### config.mk
export PLATFORM = sky130hd
export DESIGN_NAME = backslash_escape_decoder_unit
export DESIGN_NICKNAME = d
export VERILOG_FILES = /design/src/design/bed_pkg.sv /design/src/design/bed_front.sv /design/src/design/bed_queue.sv /design/src/design/bed_back.sv /design/src/design/backslash_escape_decoder_unit.sv
export SDC_FILE = /design/constraint.sdc
export NUM_CORES = 1
export LEC_CHECK = 0
export BUFFER_PORTS_ARGS = -buffer_cell sky130_fd_sc_hd__buf_2
export CAP_MARGIN = 20
export CORE_ASPECT_RATIO = 1.4
export CORE_MARGIN = 2
export CORE_UTILIZATION = 55
export DETAILED_ROUTE_END_ITERATION = 7
export GPL_TIMING_DRIVEN = 0
export PLACE_DENSITY = 0.87
export SYNTH_ARGS = -nofsm -noshare
export SYNTH_HDL_FRONTEND = slang
export SYNTH_SLANG_ARGS = --single-unit
### constraint.sdc
create_clock -name clk -period 2.7 [get_ports clk]
set_input_delay 0.135 -clock clk [delete_from_list [all_inputs] [get_ports clk]]
set_output_delay 0.135 -clock clk [all_outputs]
set_load 0.05 [all_outputs]
### src/design/bed_pkg.sv
// Shared types and constants for the backslash escape decoder.
// Used by bed_front, bed_queue, bed_back and backslash_escape_decoder_unit.
// No dependencies.
package bed_pkg;

	typedef struct packed {
		logic [7:0] in_byte;
		logic       end_mark;
	} in_beat_t;

	typedef struct packed {
		logic [7:0] out_byte;
		logic       is_status;
		logic       all_valid;
		logic       run_last;
	} out_beat_t;

	// one decoded item: up to two result beats
	typedef struct packed {
		out_beat_t res0;
		out_beat_t res1;
		logic      dual;
	} cmd_t;

	typedef enum logic [1:0] {
		MODE_NORMAL = 2'd0,
		MODE_ESCAPE = 2'd1,
		MODE_OCT1   = 2'd2,
		MODE_OCT2   = 2'd3
	} mode_t;

	localparam int QDEPTH = 4;
	localparam int QPTR_W = $clog2(QDEPTH);
	localparam int QCNT_W = $clog2(QDEPTH + 1);

	localparam logic [7:0] CH_BSLASH = 8'h5C;
	localparam logic [7:0] CH_N      = 8'h6E;
	localparam logic [7:0] CH_T      = 8'h74;
	localparam logic [7:0] CH_F      = 8'h66;
	localparam logic [7:0] CH_B      = 8'h62;
	localparam logic [7:0] CH_R      = 8'h72;
	localparam logic [7:0] CH_QMARK  = 8'h3F;
	localparam logic [4:0] OCT_HI    = 5'b00110; // '0'..'7' share these upper bits

	localparam logic [7:0] CODE_LF  = 8'h0A;
	localparam logic [7:0] CODE_TAB = 8'h09;
	localparam logic [7:0] CODE_FF  = 8'h0C;
	localparam logic [7:0] CODE_BS  = 8'h08;
	localparam logic [7:0] CODE_CR  = 8'h0D;
	localparam logic [7:0] CODE_DEL = 8'h7F;

endpackage

### src/design/bed_front.sv
// Front end: accepts input beats, runs the escape state machine and
// produces one command per item that has results. Depends on bed_pkg.
module bed_front (
	input  logic             clk,
	input  logic             arst_n,
	input  logic             item_valid,
	input  logic             item_stall,
	input  bed_pkg::in_beat_t item,
	output logic             push,
	output bed_pkg::cmd_t    cmd
);

	bed_pkg::mode_t mode_q, mode_d;
	logic [7:0]     oct_q, oct_d;
	logic           flag_q, flag_d;
	logic           has_res;
	logic           accept;
	logic           is_oct;
	logic [7:0]     acc;
	logic [7:0]     b;

	assign accept = item_valid && !item_stall;
	assign b      = item.in_byte;
	assign is_oct = (b[7:3] == bed_pkg::OCT_HI);
	assign acc    = {oct_q[4:0], b[2:0]};
	assign push   = accept && has_res;

	always_ff @(posedge clk or negedge arst_n) begin
		if (!arst_n) begin
			mode_q <= bed_pkg::MODE_NORMAL;
			oct_q  <= 8'd0;
			flag_q <= 1'b1;
		end else if (accept) begin
			mode_q <= mode_d;
			oct_q  <= oct_d;
			flag_q <= flag_d;
		end
	end

	always_comb begin
		mode_d  = mode_q;
		oct_d   = oct_q;
		flag_d  = flag_q;
		has_res = 1'b0;
		cmd     = '0;
		if (item.end_mark) begin
			has_res = 1'b1;
			unique case (mode_q)
				bed_pkg::MODE_ESCAPE: begin
					cmd.res0.out_byte  = bed_pkg::CH_BSLASH;
					cmd.res1.is_status = 1'b1;
					cmd.res1.all_valid = 1'b0;
					cmd.dual           = 1'b1;
				end
				bed_pkg::MODE_OCT1, bed_pkg::MODE_OCT2: begin
					cmd.res0.out_byte  = oct_q;
					cmd.res1.is_status = 1'b1;
					cmd.res1.all_valid = flag_q;
					cmd.dual           = 1'b1;
				end
				bed_pkg::MODE_NORMAL: begin
					cmd.res0.is_status = 1'b1;
					cmd.res0.all_valid = flag_q;
				end
				default: ;
			endcase
			mode_d = bed_pkg::MODE_NORMAL;
			oct_d  = 8'd0;
			flag_d = 1'b1;
		end else begin
			unique case (mode_q)
				bed_pkg::MODE_NORMAL: begin
					if (b == bed_pkg::CH_BSLASH) begin
						mode_d = bed_pkg::MODE_ESCAPE;
					end else begin
						has_res           = 1'b1;
						cmd.res0.out_byte = b;
					end
				end
				bed_pkg::MODE_ESCAPE: begin
					mode_d  = bed_pkg::MODE_NORMAL;
					has_res = 1'b1;
					unique case (b)
						bed_pkg::CH_BSLASH: cmd.res0.out_byte = bed_pkg::CH_BSLASH;
						bed_pkg::CH_N:      cmd.res0.out_byte = bed_pkg::CODE_LF;
						bed_pkg::CH_T:      cmd.res0.out_byte = bed_pkg::CODE_TAB;
						bed_pkg::CH_F:      cmd.res0.out_byte = bed_pkg::CODE_FF;
						bed_pkg::CH_B:      cmd.res0.out_byte = bed_pkg::CODE_BS;
						bed_pkg::CH_R:      cmd.res0.out_byte = bed_pkg::CODE_CR;
						bed_pkg::CH_QMARK:  cmd.res0.out_byte = bed_pkg::CODE_DEL;
						default: begin
							if (is_oct) begin
								has_res = 1'b0;
								oct_d   = {5'd0, b[2:0]};
								mode_d  = bed_pkg::MODE_OCT1;
							end else begin
								flag_d            = 1'b0;
								cmd.res0.out_byte = bed_pkg::CH_BSLASH;
								cmd.res1.out_byte = b;
								cmd.dual          = 1'b1;
							end
						end
					endcase
				end
				bed_pkg::MODE_OCT1, bed_pkg::MODE_OCT2: begin
					if (is_oct) begin
						oct_d = acc;
						if (mode_q == bed_pkg::MODE_OCT1) begin
							mode_d = bed_pkg::MODE_OCT2;
						end else begin
							mode_d            = bed_pkg::MODE_NORMAL;
							has_res           = 1'b1;
							cmd.res0.out_byte = acc;
						end
					end else begin
						has_res           = 1'b1;
						cmd.res0.out_byte = oct_q;
						if (b == bed_pkg::CH_BSLASH) begin
							mode_d = bed_pkg::MODE_ESCAPE;
						end else begin
							mode_d            = bed_pkg::MODE_NORMAL;
							cmd.res1.out_byte = b;
							cmd.dual          = 1'b1;
						end
					end
				end
				default: ;
			endcase
		end
		cmd.res0.run_last = !cmd.dual;
		cmd.res1.run_last = 1'b1;
	end

endmodule

### src/design/bed_queue.sv
// Command queue between front and back end, QDEPTH entries.
// Depends on bed_pkg.
module bed_queue (
	input  logic          clk,
	input  logic          arst_n,
	input  logic          push,
	input  bed_pkg::cmd_t push_cmd,
	input  logic          pop,
	output logic          full,
	output logic          head_valid,
	output bed_pkg::cmd_t head_cmd
);

	bed_pkg::cmd_t                 ent_q [bed_pkg::QDEPTH];
	logic [bed_pkg::QPTR_W-1:0]    wr_ptr_q, rd_ptr_q;
	logic [bed_pkg::QCNT_W-1:0]    cnt_q;
	logic                          do_pop;

	assign full       = (cnt_q == bed_pkg::QCNT_W'(bed_pkg::QDEPTH));
	assign head_valid = (cnt_q != '0);
	assign head_cmd   = ent_q[rd_ptr_q];
	assign do_pop     = pop && head_valid;

	always_ff @(posedge clk) begin
		if (push) begin
			ent_q[wr_ptr_q] <= push_cmd;
		end
	end

	always_ff @(posedge clk or negedge arst_n) begin
		if (!arst_n) begin
			wr_ptr_q <= '0;
			rd_ptr_q <= '0;
			cnt_q    <= '0;
		end else begin
			if (push) begin
				wr_ptr_q <= wr_ptr_q + 1'b1;
			end
			if (do_pop) begin
				rd_ptr_q <= rd_ptr_q + 1'b1;
			end
			if (push && !do_pop) begin
				cnt_q <= cnt_q + 1'b1;
			end else if (do_pop && !push) begin
				cnt_q <= cnt_q - 1'b1;
			end
		end
	end

endmodule

### src/design/bed_back.sv
// Back end: expands each queued command into one or two result beats
// and holds them in the output register. Depends on bed_pkg.
module bed_back (
	input  logic               clk,
	input  logic               arst_n,
	input  logic               head_valid,
	input  bed_pkg::cmd_t      head_cmd,
	output logic               pop,
	output logic               result_valid,
	input  logic               result_stall,
	output bed_pkg::out_beat_t result
);

	logic               valid_q;
	logic               phase_q;
	logic               load;
	bed_pkg::out_beat_t out_q;

	assign load         = !valid_q || !result_stall;
	assign pop          = load && head_valid && (phase_q || !head_cmd.dual);
	assign result_valid = valid_q;
	assign result       = out_q;

	always_ff @(posedge clk or negedge arst_n) begin
		if (!arst_n) begin
			valid_q <= 1'b0;
			phase_q <= 1'b0;
		end else if (load) begin
			valid_q <= head_valid;
			if (head_valid) begin
				phase_q <= !phase_q && head_cmd.dual;
			end
		end
	end

	always_ff @(posedge clk) begin
		if (load && head_valid) begin
			out_q <= phase_q ? head_cmd.res1 : head_cmd.res0;
		end
	end

endmodule

### src/design/backslash_escape_decoder_unit.sv
// Top level of the backslash escape decoder: front end, command queue, back end.
// Depends on bed_pkg, bed_front, bed_queue, bed_back.
//
//   channel  payload              handshake
//   item     bed_pkg::in_beat_t   item_valid / item_stall
//   result   bed_pkg::out_beat_t  result_valid / result_stall
//
// One input beat per cycle while the queue has room; item_stall is the
// queue-full flag. The back end sends one result beat per cycle while
// result_stall is low. A result passes through a queue entry and the output
// register. Reset is asynchronous and clears decode state and queue.
module backslash_escape_decoder_unit (
	input  logic               clk,
	input  logic               arst_n,
	input  logic               item_valid,
	output logic               item_stall,
	input  bed_pkg::in_beat_t  item,
	output logic               result_valid,
	input  logic               result_stall,
	output bed_pkg::out_beat_t result
);

	logic          push;
	bed_pkg::cmd_t push_cmd;
	logic          pop;
	logic          full;
	logic          head_valid;
	bed_pkg::cmd_t head_cmd;

	assign item_stall = full;

	bed_front u_front (
		.clk        (clk),
		.arst_n     (arst_n),
		.item_valid (item_valid),
		.item_stall (item_stall),
		.item       (item),
		.push       (push),
		.cmd        (push_cmd)
	);

	bed_queue u_queue (
		.clk        (clk),
		.arst_n     (arst_n),
		.push       (push),
		.push_cmd   (push_cmd),
		.pop        (pop),
		.full       (full),
		.head_valid (head_valid),
		.head_cmd   (head_cmd)
	);

	bed_back u_back (
		.clk          (clk),
		.arst_n       (arst_n),
		.head_valid   (head_valid),
		.head_cmd     (head_cmd),
		.pop          (pop),
		.result_valid (result_valid),
		.result_stall (result_stall),
		.result       (result)
	);

endmodule
==> metrics.cfg <==
[clock_network]
cts_tree=built
insertion_delay_ns=0.41
cts_sinks=119
clk_pin_slew_worst_paths_ns=0.05
htree_num_levels=4
root_buffer=clkbuf_16
max-clock-path-buffers=2
cts_made_buffers=17

[logic_synthesis]
ys_seq_area_share_pct=64.5
synth.distinct_cells=62
synthArstFlopShare_pct=16.8
synth_area_sq_um=5390
synth_nets=386
avgSynthCellArea_sq_um=14.7
synth.yosys.warnings=0
synth_edf_count=99
netlist_instances=367
synth-main-ff-cell=edfxtp_1
synth-seq-cells=119

[detailed_routing]
wl_mm=11.9
route.vias.total=3573
route.detailed.drc=0
first_pass_iters=6
antenna_left=0
viasPerCell=6.43
wl_per_cell_microns=21.4
drtIter0Drc=327

[floorplan]
die_x_microns=87.7
die_area_sq_um=10600
rows=42
boundaryPins=26
core_area_sq_um=9510
die-height_microns=121
initial_core_util_pct=56.7

[outcome]
status=completed

[sta]
rsz0062_at_grt=true
slew_headroom_pct=48.9
period_minus_slack_ns=2.66
max_slew.worst_pin.slew_ns=0.766
fin_hold_ws_ns=0.0892
fmax_mhz=376
hold_violations=0
timing.final.ws_setup_ns=0.0434
min_period_over_period_pct=98.4
setup-tns-final_ns=0
slew_violations=0
report.final.setup_viol=0
skew_ns=0.00631

[global_routing]
grt_pass1_wl_mm=18.9
grt_max_degree=23
grt_remaining_overflow=0
grtUsageTotal_pct=24.6
antenna_found_initial=0
grt_pass1_vias=3590

[layout]
postLayoutCoreUtil_pct=66.5
area_growth_pct=17.4
final_cell_mix=edfxtp_1 (99), nand2_1 (49), buf_2 (30)
final_nets=431
layout_commonest_cell=edfxtp_1
layout-drive-gt1-share_pct=25.2
antenna_cells=0
final_cells=556
num-fill-cells=641

[worst_setup_path]
cp_num_buf_inv=2
required_ns=3.03
critPathSlowestCell=a221oi_4
cp_cell_sequence=clkbuf_1, nor2_1, a221oi_4, ha_1, inv_1, fa_1, xor2_1, nor2_1, xor2_1
reg2reg_from=u_front.mode_q[1]$_DFFE_PN0P_
worstPathMaxFanout=10
rr_endpoint=u_queue.cnt_q[2]$_DFFE_PN0P_
start_kind=flip-flop
r2r_cells=9
cp-end-kind=flip-flop
critPathTopFamily=adder cells
reg2reg_slack_ns=0.04
crit_arrival_ns=2.99
path_class=flip-flop to flip-flop
max_stage_delay_ns=0.43

[place]
dp.cells=522
gp_congestion=0.932
place_ws_ns=-0.193
io_buffers=23
hpwl_mm=7.50

[power]
leakage_nw=2.29
power_density_nw_per_um2=1070
vdd.ir_drop.worst_mv=0.601

[hold_path]
worstHoldPathType=input pin to flip-flop
whs_endpoint=u_front.oct_q[2]$_DFFE_PN0P_
worstHoldStart=item[3]
hold_path_depth=3

[job]
max-cap-violations=0

[worst reg2reg max path: cells and delay by family, from the launching register on]
kind	cells	cell delay, ns
fa+ha+maj	2	0.69
flops	1	0.42
buf+inv	2	0.43
compound gates	1	0.43
simple gates	2	0.27
xor+xnor	2	0.31
[cells by family after synthesis]
kind of cell / synth area share [%]
buf+inv: 2.11
compound gates: 8.03
simple gates: 12.7
flops: 64.5
xor+xnor: 1.14
mux: 10.0
fa+ha+maj: 1.53
[timing repair]
action | 4_1_cts | 5_1_grt
hold buffers | 2 | 0
resized for setup | 5 | 5
endpoints found under the hold margin | 20 | 0
buffers inserted | 0 | 2
setup endpoints to repair | 89 | 2
[how the worst max path moves through the flow]
stage / start / endpoint / cells past startpoint
after floorplan: u_back.result_valid$_DFFE_PN0N_ / u_queue.cnt_q[1]$_DFFE_PN0P_ / 7
after global placement: item[4] / u_queue.ent_q[0][3]$_DFFE_PP_ / 7
after detailed placement: item[4] / u_queue.ent_q[0][3]$_DFFE_PP_ / 7
after CTS: u_front.mode_q[0]$_DFFE_PN0P_ / u_queue.cnt_q[2]$_DFFE_PN0P_ / 11
after global routing: u_front.mode_q[1]$_DFFE_PN0P_ / u_queue.cnt_q[2]$_DFFE_PN0P_ / 9
final: u_front.mode_q[1]$_DFFE_PN0P_ / u_queue.cnt_q[2]$_DFFE_PN0P_ / 9
[power breakdown]
group          internal [mW]  switching (mW)  leakage [nW]  total (mW)
sequential              2.48           0.150          1.17        2.63
combinational          0.691            1.18         0.831        1.88
clock                   1.52           0.752         0.284        2.27
total                   4.69            2.09          2.29        6.78
[cells in the mapped netlist (2+ instances only)]
library cell	count	area share [%]
a21oi_1	11	1.0
nand4bb_1	2	0.42
nor4_1	2	0.23
a41o_1	2	0.37
nand4_1	5	0.58
o41ai_1	2	0.33
ha_1	5	1.2
a32oi_1	3	0.49
a22oi_1	2	0.28
nor3_1	7	0.65
a221o_1	5	0.93
and4bb_1	4	0.93
dfrtp_1	19	8.8
buf_2	7	0.65
and2_1	11	1.3
a22o_1	3	0.49
nand2_1	50	3.5
xnor2_1	4	0.65
or2_2	4	0.46
nor4bb_1	3	0.56
edfxtp_1	99	55
o2bb2ai_1	2	0.33
clkbuf_1	10	0.70
and3_1	4	0.46
a31o_2	2	0.33
a31oi_1	4	0.46
nor2_1	11	0.77
mux2_1	2	0.42
nand3_1	5	0.46
xor2_1	3	0.49
nand2b_1	3	0.35
o21ai_2	2	0.33
nor2b_1	4	0.46
o21ai_0	7	0.65
inv_1	8	0.56
mux4_2	22	9.2
o21ai_1	3	0.28
[state kept, by name (all words and copies together), names as in the netlist]
name and flops:
u_queue.ent_q 88, u_back.result 11, u_front.oct_q 8, u_queue.cnt_q 3, u_front.mode_q 2, u_queue.rd_ptr_q 2, u_queue.wr_ptr_q 2, u_back.phase_q 1
u_back.result_valid 1, u_front.flag_q 1
[per-stage QoR]
step                power, mW  area (sq um)
floorplan                4.01          5390
global placement         4.37          5670
detailed placement       4.48          5670
CTS                      6.78          6300
global route             7.04          6330
finish                   6.78          6330
[per-layer routing]
| metal | vias to the layer above | global-route usage, % | routed length, microns |
|---|---|---|---|
| li1 | 1516 | - | - |
| met1 | 1783 | 30.6 | 4470 |
| met2 | 224 | 39.5 | 6100 |
| met3 | 50 | 7.82 | 820 |
| met4 | 0 | 10.7 | 481 |
| met5 | - | 0 | 0 |
[area by class of cell]
class | count | area, sq um | area share [%]
tap | 132 | 165 | 2.61
sequential | 119 | 3470 | 54.9
buffer | 17 | 72.6 | 1.15
timing repair buffer | 27 | 150 | 2.37
multi-input combinational | 220 | 1830 | 28.9
clock buffer | 20 | 437 | 6.90
inverter | 10 | 41.3 | 0.653
clock inverter | 11 | 156 | 2.47
(Power assumes the default switching activity.)
